$ cat src/hdl/adc_burst_window_averager_top_defines.svh
// ----------------------------------------------------------------------------
// ADC burst window averager: assertion macros
// Shared concurrent assertion forms, clocked on clk with synchronous reset.
// ----------------------------------------------------------------------------
`ifndef ADC_BURST_WINDOW_AVERAGER_TOP_DEFINES_SVH
`define ADC_BURST_WINDOW_AVERAGER_TOP_DEFINES_SVH

// Consequent must hold in the same cycle as the antecedent.
`define ABWA_ASSERT_NOW(label, ante, cons) \
  label: assert property (@(posedge clk) disable iff (!rst_n) (ante) |-> (cons)) \
    else $error("abwa assertion failed");

// Consequent must hold in the cycle after the antecedent.
`define ABWA_ASSERT_NEXT(label, ante, cons) \
  label: assert property (@(posedge clk) disable iff (!rst_n) (ante) |=> (cons)) \
    else $error("abwa assertion failed");

`endif

$ cat src/hdl/abwa_pkg.sv
// ----------------------------------------------------------------------------
// abwa_pkg
// Types and constants shared by the ADC burst window averager modules.
// ----------------------------------------------------------------------------
package abwa_pkg;

  // Field widths
  localparam int SAMPLE_W = 16;
  localparam int ACC_W    = 26;
  localparam int TOTAL_W  = 30;
  localparam int POS_W    = 10;
  localparam int SPB_W    = 11;
  localparam int LEN_W    = 5;
  localparam int SLOT_W   = 4;
  localparam int CFG_W    = 11;
  localparam int CFG_IDX_W = 1;

  // Window store geometry and the adder tree split
  localparam int WIN_DEPTH = 16;
  localparam int GROUP_N   = 4;
  localparam int GROUP_SZ  = WIN_DEPTH / GROUP_N;
  localparam int PART_W    = ACC_W + 2;

  // Limits and reset values
  localparam logic [SPB_W-1:0]    BURST_MAX     = 11'd1024;
  localparam logic [LEN_W-1:0]    WIN_LEN_MAX   = 5'd16;
  localparam logic [SPB_W-1:0]    SPB_RESET     = 11'd50;
  localparam logic [LEN_W-1:0]    WLEN_RESET    = 5'd4;
  localparam logic [SAMPLE_W-1:0] FULL_SCALE    = 16'hFFFF;

  // Configuration register indexes
  localparam logic [CFG_IDX_W-1:0] REG_SAMPLES_PER_BURST = 1'd0;
  localparam logic [CFG_IDX_W-1:0] REG_WINDOW_LENGTH     = 1'd1;

  typedef struct packed {
    logic [SAMPLE_W-1:0] sample;
    logic                clear_request;
  } in_item_t;

  typedef struct packed {
    logic [TOTAL_W-1:0] window_total;
    logic               under_range;
    logic               over_range;
    logic               range_error;
  } out_item_t;

  typedef struct packed {
    logic [SPB_W-1:0] samples_per_burst;
    logic [LEN_W-1:0] window_length;
  } cfg_t;

  // Burst-end event handed from the front end to the summing pipeline
  typedef struct packed {
    logic             under;
    logic             over;
    logic [LEN_W-1:0] len;
  } burst_evt_t;

  typedef logic [WIN_DEPTH-1:0][ACC_W-1:0] win_arr_t;
  typedef logic [GROUP_N-1:0][PART_W-1:0]  part_arr_t;

endpackage

$ cat src/hdl/abwa_front.sv
// ----------------------------------------------------------------------------
// abwa_front
// Burst accumulation, range flags, clear request and window store update.
// ----------------------------------------------------------------------------
`include "adc_burst_window_averager_top_defines.svh"

module abwa_front (
  input  logic                 clk,
  input  logic                 rst_n,
  input  abwa_pkg::cfg_t       cfg,
  input  logic                 in_valid,
  output logic                 in_ready,
  input  abwa_pkg::in_item_t   in_data,
  input  logic                 evt_take,
  output logic                 evt_valid,
  output abwa_pkg::burst_evt_t evt,
  output abwa_pkg::win_arr_t   store
);

  logic [abwa_pkg::ACC_W-1:0]  acc_r, acc_nxt;
  logic [abwa_pkg::POS_W-1:0]  pos_r, pos_nxt;
  logic                        zero_r, zero_nxt;
  logic                        full_r, full_nxt;
  logic                        pend_r, pend_nxt;
  logic [abwa_pkg::SLOT_W-1:0] slot_r, slot_nxt;
  abwa_pkg::win_arr_t          store_r, store_nxt;
  logic                        ev_r, ev_nxt;
  abwa_pkg::burst_evt_t        evt_r, evt_nxt;

  logic                        accept;
  logic [abwa_pkg::SPB_W-1:0]  burst_len;
  logic [abwa_pkg::LEN_W-1:0]  win_len;
  logic [abwa_pkg::SPB_W-1:0]  pos_inc;
  logic                        burst_end;
  logic [abwa_pkg::ACC_W-1:0]  acc_sum;
  logic                        zero_now, full_now;
  logic                        refill;
  logic [abwa_pkg::SLOT_W-1:0] slot_sel;

  // One event slot; a new item waits only while that slot is stuck
  assign in_ready = !ev_r || evt_take;
  assign accept   = in_valid && in_ready;

  // Effective burst and window lengths
  always_comb begin
    if (cfg.samples_per_burst == '0) begin
      burst_len = abwa_pkg::SPB_W'(1);
    end else if (cfg.samples_per_burst > abwa_pkg::BURST_MAX) begin
      burst_len = abwa_pkg::BURST_MAX;
    end else begin
      burst_len = cfg.samples_per_burst;
    end
    if (cfg.window_length == '0) begin
      win_len = abwa_pkg::LEN_W'(1);
    end else if (cfg.window_length > abwa_pkg::WIN_LEN_MAX) begin
      win_len = abwa_pkg::WIN_LEN_MAX;
    end else begin
      win_len = cfg.window_length;
    end
  end

  // Per-sample terms
  assign pos_inc   = {1'b0, pos_r} + abwa_pkg::SPB_W'(1);
  assign burst_end = (pos_inc >= burst_len);
  assign acc_sum   = acc_r + abwa_pkg::ACC_W'(in_data.sample);
  assign zero_now  = (in_data.sample == '0);
  assign full_now  = (in_data.sample == abwa_pkg::FULL_SCALE);
  assign refill    = pend_r || in_data.clear_request;
  assign slot_sel  = ({1'b0, slot_r} >= win_len) ? '0 : slot_r;

  // Next state
  always_comb begin
    acc_nxt   = acc_r;
    pos_nxt   = pos_r;
    zero_nxt  = zero_r;
    full_nxt  = full_r;
    pend_nxt  = pend_r;
    slot_nxt  = slot_r;
    store_nxt = store_r;
    evt_nxt   = evt_r;
    ev_nxt    = ev_r && !evt_take;
    if (accept) begin
      if (burst_end) begin
        acc_nxt  = '0;
        pos_nxt  = '0;
        zero_nxt = 1'b0;
        full_nxt = 1'b0;
        pend_nxt = 1'b0;
        slot_nxt = slot_sel + abwa_pkg::SLOT_W'(1);
        for (int k = 0; k < abwa_pkg::WIN_DEPTH; k++) begin
          if (refill ? (abwa_pkg::LEN_W'(k) < win_len)
                     : (abwa_pkg::SLOT_W'(k) == slot_sel)) begin
            store_nxt[k] = acc_sum;
          end
        end
        evt_nxt.under = zero_r || zero_now;
        evt_nxt.over  = (full_r || full_now) && !(zero_r || zero_now);
        evt_nxt.len   = win_len;
        ev_nxt        = 1'b1;
      end else begin
        acc_nxt  = acc_sum;
        pos_nxt  = pos_inc[abwa_pkg::POS_W-1:0];
        zero_nxt = zero_r || zero_now;
        full_nxt = full_r || full_now;
        pend_nxt = refill;
      end
    end
  end

  // State registers; the window store resets to all zero
  always_ff @(posedge clk) begin
    if (!rst_n) begin
      acc_r   <= '0;
      pos_r   <= '0;
      zero_r  <= 1'b0;
      full_r  <= 1'b0;
      pend_r  <= 1'b0;
      slot_r  <= '0;
      store_r <= '0;
      ev_r    <= 1'b0;
    end else begin
      acc_r   <= acc_nxt;
      pos_r   <= pos_nxt;
      zero_r  <= zero_nxt;
      full_r  <= full_nxt;
      pend_r  <= pend_nxt;
      slot_r  <= slot_nxt;
      store_r <= store_nxt;
      ev_r    <= ev_nxt;
    end
  end

  // Event payload
  always_ff @(posedge clk) begin
    evt_r <= evt_nxt;
  end

  assign evt_valid = ev_r;
  assign evt       = evt_r;
  assign store     = store_r;

  // Checks
  `ABWA_ASSERT_NOW(a_flags_excl, ev_r, !(evt_r.under && evt_r.over))
  `ABWA_ASSERT_NOW(a_len_range, ev_r, (evt_r.len != '0) && (evt_r.len <= abwa_pkg::WIN_LEN_MAX))
  `ABWA_ASSERT_NEXT(a_evt_hold, ev_r && !evt_take, ev_r && $stable(evt_r) && $stable(store_r))
  `ABWA_ASSERT_NEXT(a_burst_restart, accept && burst_end, (acc_r == '0) && (pos_r == '0) && !pend_r)

endmodule

$ cat src/hdl/abwa_sum.sv
// ----------------------------------------------------------------------------
// abwa_sum
// Two-stage registered adder tree over the active window entries.
// ----------------------------------------------------------------------------
module abwa_sum (
  input  logic                 clk,
  input  logic                 rst_n,
  input  logic                 evt_valid,
  output logic                 evt_take,
  input  abwa_pkg::burst_evt_t evt,
  input  abwa_pkg::win_arr_t   store,
  output logic                 out_valid,
  input  logic                 out_ready,
  output abwa_pkg::out_item_t  out_data
);

  logic                 a_v_r, a_v_nxt;
  abwa_pkg::part_arr_t  part_r, part_nxt;
  logic                 a_under_r, a_over_r;
  logic                 o_v_r, o_v_nxt;
  abwa_pkg::out_item_t  out_r, out_nxt;

  logic                 out_take;
  logic                 a_take;
  abwa_pkg::win_arr_t   masked;
  logic [abwa_pkg::TOTAL_W-1:0] total;

  // Each stage moves when the one after it is empty or moving
  assign out_take = !o_v_r || out_ready;
  assign a_take   = !a_v_r || out_take;
  assign evt_take = a_take;

  // Stage A: mask entries beyond the window, sum groups of four
  always_comb begin
    for (int k = 0; k < abwa_pkg::WIN_DEPTH; k++) begin
      masked[k] = (abwa_pkg::LEN_W'(k) < evt.len) ? store[k] : '0;
    end
    for (int g = 0; g < abwa_pkg::GROUP_N; g++) begin
      part_nxt[g] = '0;
      for (int j = 0; j < abwa_pkg::GROUP_SZ; j++) begin
        part_nxt[g] = part_nxt[g]
                    + abwa_pkg::PART_W'(masked[g*abwa_pkg::GROUP_SZ + j]);
      end
    end
  end

  // Output stage: final sum of the group partials
  always_comb begin
    total = '0;
    for (int g = 0; g < abwa_pkg::GROUP_N; g++) begin
      total = total + abwa_pkg::TOTAL_W'(part_r[g]);
    end
    out_nxt.window_total = total;
    out_nxt.under_range  = a_under_r;
    out_nxt.over_range   = a_over_r;
    out_nxt.range_error  = a_under_r || a_over_r;
  end

  always_comb begin
    a_v_nxt = a_take ? evt_valid : a_v_r;
    o_v_nxt = out_take ? a_v_r : o_v_r;
  end

  // Valid bits
  always_ff @(posedge clk) begin
    if (!rst_n) begin
      a_v_r <= 1'b0;
      o_v_r <= 1'b0;
    end else begin
      a_v_r <= a_v_nxt;
      o_v_r <= o_v_nxt;
    end
  end

  // Payload registers
  always_ff @(posedge clk) begin
    if (a_take) begin
      part_r    <= part_nxt;
      a_under_r <= evt.under;
      a_over_r  <= evt.over;
    end
    if (out_take) begin
      out_r <= out_nxt;
    end
  end

  assign out_valid = o_v_r;
  assign out_data  = out_r;

endmodule

$ cat src/hdl/adc_burst_window_averager_top.sv
// ----------------------------------------------------------------------------
// adc_burst_window_averager_top
// One-channel ADC oversampling accumulator with a moving window of bursts.
// ----------------------------------------------------------------------------
// Usage:
//   in_*  : one raw 16-bit sample per transfer plus a clear request bit.
//   out_* : one result per completed burst: window total and range flags.
//   cfg_* : write-only registers (samples_per_burst, window_length), written
//           with cfg_we; change them only while no burst result is in flight.
// Throughput: one sample per cycle, including a burst end on every sample,
//   while out_ready stays high. A burst-ending sample passes the event
//   register and then the two-level registered adder tree (16 entries to 4
//   partials, then to one total) before it shows on out_valid.
// Reset (rst_n low, synchronous): registers return to 50 and 4, the window
//   store, burst sum, flags, pending clear and slot all clear to zero.
// Stall: while out_ready is low the tree keeps collapsing bubbles; samples
//   that end no burst keep flowing until all three result slots are full,
//   then in_ready drops until the receiver takes a transfer.
// ----------------------------------------------------------------------------
module adc_burst_window_averager_top (
  input  logic                              clk,
  input  logic                              rst_n,
  input  logic                              in_valid,
  output logic                              in_ready,
  input  abwa_pkg::in_item_t                in_data,
  output logic                              out_valid,
  input  logic                              out_ready,
  output abwa_pkg::out_item_t               out_data,
  input  logic                              cfg_we,
  input  logic [abwa_pkg::CFG_IDX_W-1:0]    cfg_index,
  input  logic [abwa_pkg::CFG_W-1:0]        cfg_wdata
);

  abwa_pkg::cfg_t       cfg_r, cfg_nxt;
  logic                 evt_valid;
  logic                 evt_take;
  abwa_pkg::burst_evt_t evt;
  abwa_pkg::win_arr_t   store;

  // Configuration register decode
  always_comb begin
    cfg_nxt = cfg_r;
    if (cfg_we) begin
      unique case (cfg_index)
        abwa_pkg::REG_SAMPLES_PER_BURST:
          cfg_nxt.samples_per_burst = cfg_wdata[abwa_pkg::SPB_W-1:0];
        abwa_pkg::REG_WINDOW_LENGTH:
          cfg_nxt.window_length = cfg_wdata[abwa_pkg::LEN_W-1:0];
        default: cfg_nxt = cfg_r;
      endcase
    end
  end

  always_ff @(posedge clk) begin
    if (!rst_n) begin
      cfg_r.samples_per_burst <= abwa_pkg::SPB_RESET;
      cfg_r.window_length     <= abwa_pkg::WLEN_RESET;
    end else begin
      cfg_r <= cfg_nxt;
    end
  end

  // Burst accumulation and window store
  abwa_front u_front (
    .clk       (clk),
    .rst_n     (rst_n),
    .cfg       (cfg_r),
    .in_valid  (in_valid),
    .in_ready  (in_ready),
    .in_data   (in_data),
    .evt_take  (evt_take),
    .evt_valid (evt_valid),
    .evt       (evt),
    .store     (store)
  );

  // Window total pipeline and output register
  abwa_sum u_sum (
    .clk       (clk),
    .rst_n     (rst_n),
    .evt_valid (evt_valid),
    .evt_take  (evt_take),
    .evt       (evt),
    .store     (store),
    .out_valid (out_valid),
    .out_ready (out_ready),
    .out_data  (out_data)
  );

endmodule

$ cat config.mk
export PLATFORM = sky130hd
export DESIGN_NAME = adc_burst_window_averager_top
export DESIGN_NICKNAME = d
export VERILOG_FILES = /design/src/hdl/abwa_pkg.sv /design/src/hdl/abwa_front.sv /design/src/hdl/abwa_sum.sv /design/src/hdl/adc_burst_window_averager_top.sv
export VERILOG_INCLUDE_DIRS = /design/src /design/src/hdl
export SDC_FILE = /design/constraint.sdc
export NUM_CORES = 2
export LEC_CHECK = 0
export BUFFER_PORTS_ARGS = -buffer_cell sky130_fd_sc_hd__buf_4
export CORE_ASPECT_RATIO = 1.4
export CORE_MARGIN = 4
export CORE_UTILIZATION = 45
export DETAILED_ROUTE_END_ITERATION = 6
export GPL_TIMING_DRIVEN = 0
export PLACE_DENSITY = 0.57
export RECOVER_POWER = 100
export SYNTH_ARGS = -nofsm -noshare
export SYNTH_HDL_FRONTEND = slang
export SYNTH_SLANG_ARGS = --single-unit
$ cat constraint.sdc
create_clock -name clk -period 14.8 [get_ports clk]
set_clock_uncertainty 0.05 [all_clocks]
set_input_delay 2.96 -clock clk [delete_from_list [all_inputs] [get_ports clk]]
set_output_delay 2.96 -clock clk [all_outputs]
set_load 0.02 [all_outputs]
==> impl_results.md <==
- Status: complete, but fails checks
- Failing checks: max-capacitance violations, max-slew violations
- Worst setup path class: register to register
- Fmax: 0.122 GHz
- Post-CTS Resized: 0
- Worst Setup Slack, final: 6620 ps
- Critical path startpoint category: register
- Worst hold path class: register to register
- P&R area growth vs syn: 9.85%
- Detailed Route WL: 133000 um
- Routed Antenna Nets: 0
- GP Congestion: 0.923
- RSZ-0062 raised after global routing: false
- DRC violations left: 0
- Root Driver: clkbuf_16
- Fillers: 9154
- Clock group share of total power: 46.1%
- Initial antenna violation count: 2
- Worst Path Arrival: 8430 ps
- Net count, final: 5658
- Register area: 14200 sq um
- CP most frequent cell: clkbuf_1
- EDFF count, synth: 154
- GRT overflow: 0
- TritonRoute pass-1 iters: 6
- Crit path max-delay cell type: a31oi_1
- DP Area: 44200 sq um
- Die area: 98400 sq um
- Combinational power share: 11.0%
- Post-Place Setup Slack: 7070 ps
- Post-Route Setup TNS: 0 ps
- Crit path largest cell delay: 970 ps
- Leakage Power: 20.2 nW
- First-pass GRT wire length: 202000 um
- CTS tree: yes
- Initial DRC count: 2335
- Setup bufs post-CTS: 0
- Most common cell after layout, fill and taps aside: nand2_1
- Unique masters post-synth: 95
- Synth Cell Area: 42000 sq um
- Final setup viols: 0
- Final design instance area without fill: 46200 sq um
- Sw Pwr: 1.14 mW
- Worst vdd ir: 0.0854 mV
- Clock buffer depth: 3
- Syn Nets: 5515
- P_int: 3.03 mW
- Antenna Cells: 0
- Detailed Place HPWL: 105000 um
- Die Span Y: 370 um
- Syn_area_per_cell: 8.34 sq um
- Total CTS buffers: 69
- Via count: 34899
- Sequential-to-total area share from yosys stat: 33.8%
- H-tree Lvls: 3
- Sw frac: 27.4%
- Avg WL per Cell: 20.6 um
- Max-Cap Viols: 20
- Seq pwr share: 43.0%
- # IOs: 69
- Via density: 5.42
- Asr flop ratio synth: 0%
- CP endpoint kind: register
- Core ar.: 92700 sq um
- Final Hold Fails: 0
- Vias in the first global route: 34654
- CP Data Required Time: 15050 ps
- Largest net degree at the start of global routing: 75
- Commonest cells after routing, fill and taps aside: nand2_1, a21oi_1, dfxtp_1, inv_1, nor2_1
- Sink Count: 632
- Max-slew headroom: -143%
- Die X: 266 um
- Layout Cells excl Fill: 6442
- Initial Util: 45.3%
- Synth Warn #: 0
- Multi-input gate area: 25100 sq um
- Placed cell count: 6316
- Reg clk slew, reported paths: 60 ps
- FP Rows: 132
- Share of layout cells above drive strength 1: 4.01%
- P per Cell Area: 90.5 nW/um^2
- Top FF cell, synth: dfxtp_1
- Overall Global Routing Usage: 26.8%
- Buffers on Ports: 68
- Clock Latency Late Sink: 660 ps
- Fin crit share: 55.3%
- Yosys reg bits: 632
- # hold bufs at CTS: 0
- Slew at the pin closest to its max-slew limit: 3640 ps
- Mapped Cells: 5038
- Fin. max-slew vios: 296
- Tmin final: 8180 ps
- Crit path max fanout: 10
- Ordered list of cells on the worst path: clkbuf_1 > a31oi_1 > a21boi_0 > clkbuf_1 > clkbuf_1 > nor2b_1 > ha_1 > a211o_1 > o21ai_0 > o21ai_0 > or2_2 > a21oi_1 > xor2_1 > fa_1 > inv_1 > ha_1 > nand2_1 > nor2_1 > o211ai_1 > nor3_1 > a221oi_1 > o311ai_0
cells in the mapped netlist, types with 97 or more instances:
cell,n,area share [%]
fa_1,143,6.8
dfxtp_1,478,23
a21oi_1,564,6.7
o21ai_0,294,3.5
a21o_1,135,2.4
edfxtp_1,154,11
xor2_1,107,2.2
clkbuf_1,167,1.5
nor2_1,307,2.7
nand2_1,756,6.8
nand3_1,97,1.2
ha_1,300,8.9
nor2b_1,209,3.1
inv_1,394,3.5
xnor2_1,133,2.8
worst paths after layout:
kind | slack, ps | to | cells after the start | from
max | 6620 | u_sum.part_r[110] | 22 | u_front.evt[1]
min | 390 | u_sum.a_over_r | 0 | u_front.evt[5]
max reg2reg | 6620 | u_sum.part_r[110] | 22 | u_front.evt[1]
min reg2reg | 390 | u_sum.a_over_r | 0 | u_front.evt[5]
kinds of logic after synthesis:
family                   Yosys count  share of synthesized area [%]
multiplexers                      20                          0.482
adder cells (fa/ha/maj)          443                           15.7
XOR/XNOR                         247                           5.27
AND/OR/NAND/NOR                 1640                           17.9
AO/OA/AOI/OAI                   1413                           20.7
buffers and inverters            643                           6.04
flip-flops                       632                           33.8
through the flow:
stage / hold slack, ps / power [mW] / utilization, %
4_1_cts: 391 / 4.23 / 50.4
5_1_grt: 392 / 4.30 / 49.8
2_1_floorplan: 350 / 2.06 / -
3_3_place_gp: 358 / 2.29 / 47.5
3_5_place_dp: 375 / 2.30 / 47.7
6_report: 386 / 4.18 / 49.8
flip-flops by register name (all words and copies together) (netlist names), 4 cells and up:
name            count
cfg_r              16
u_front.acc_r      26
u_front.pos_r      10
u_front.evt         7
u_front.slot_r      4
u_front.store     416
u_sum.part_r      112
u_sum.out_data     33
power by group through the flow:
stage	clock network, mW	registers (mW)	logic (mW)
finish	1.93	1.80	0.458
global placement	0	1.83	0.459
global route	2.03	1.80	0.482
CTS	1.96	1.79	0.473
detailed placement	0	1.83	0.471
floorplan	0	1.83	0.228
final cells by class:
cell class              instances  share of cell area [%]
plain buffers                 247                    2.08
clock buffers                  93                    4.36
clock inverters                33                    1.06
inverters                     396                    3.22
multi-input cells            3763                    54.4
flip-flops and latches        632                    30.8
well taps                    1206                    3.27
repair buffers                 72                   0.838
per-layer routing:
metal / global-route usage, % / share of wire [%] / up-vias
met5: 0 / 0 / -
met1: 31.5 / 41 / 16417
met2: 47.8 / 49 / 715
met3: 2.70 / 3.5 / 227
li1: - / - / 17540
met4: 14.5 / 5.9 / 0
worst max-delay path, delay by kind of cell, from the launching register on:
kind,cells,cell delay [ps]
and+or+nand+nor,5,1190
AOI/OAI and AO/OA,9,3580
buffers and inverters,4,1240
adders and majority gates,3,1250
DFF,1,350
xor gates and xnor gates,1,120
Power figures use the tool's default switching activity.
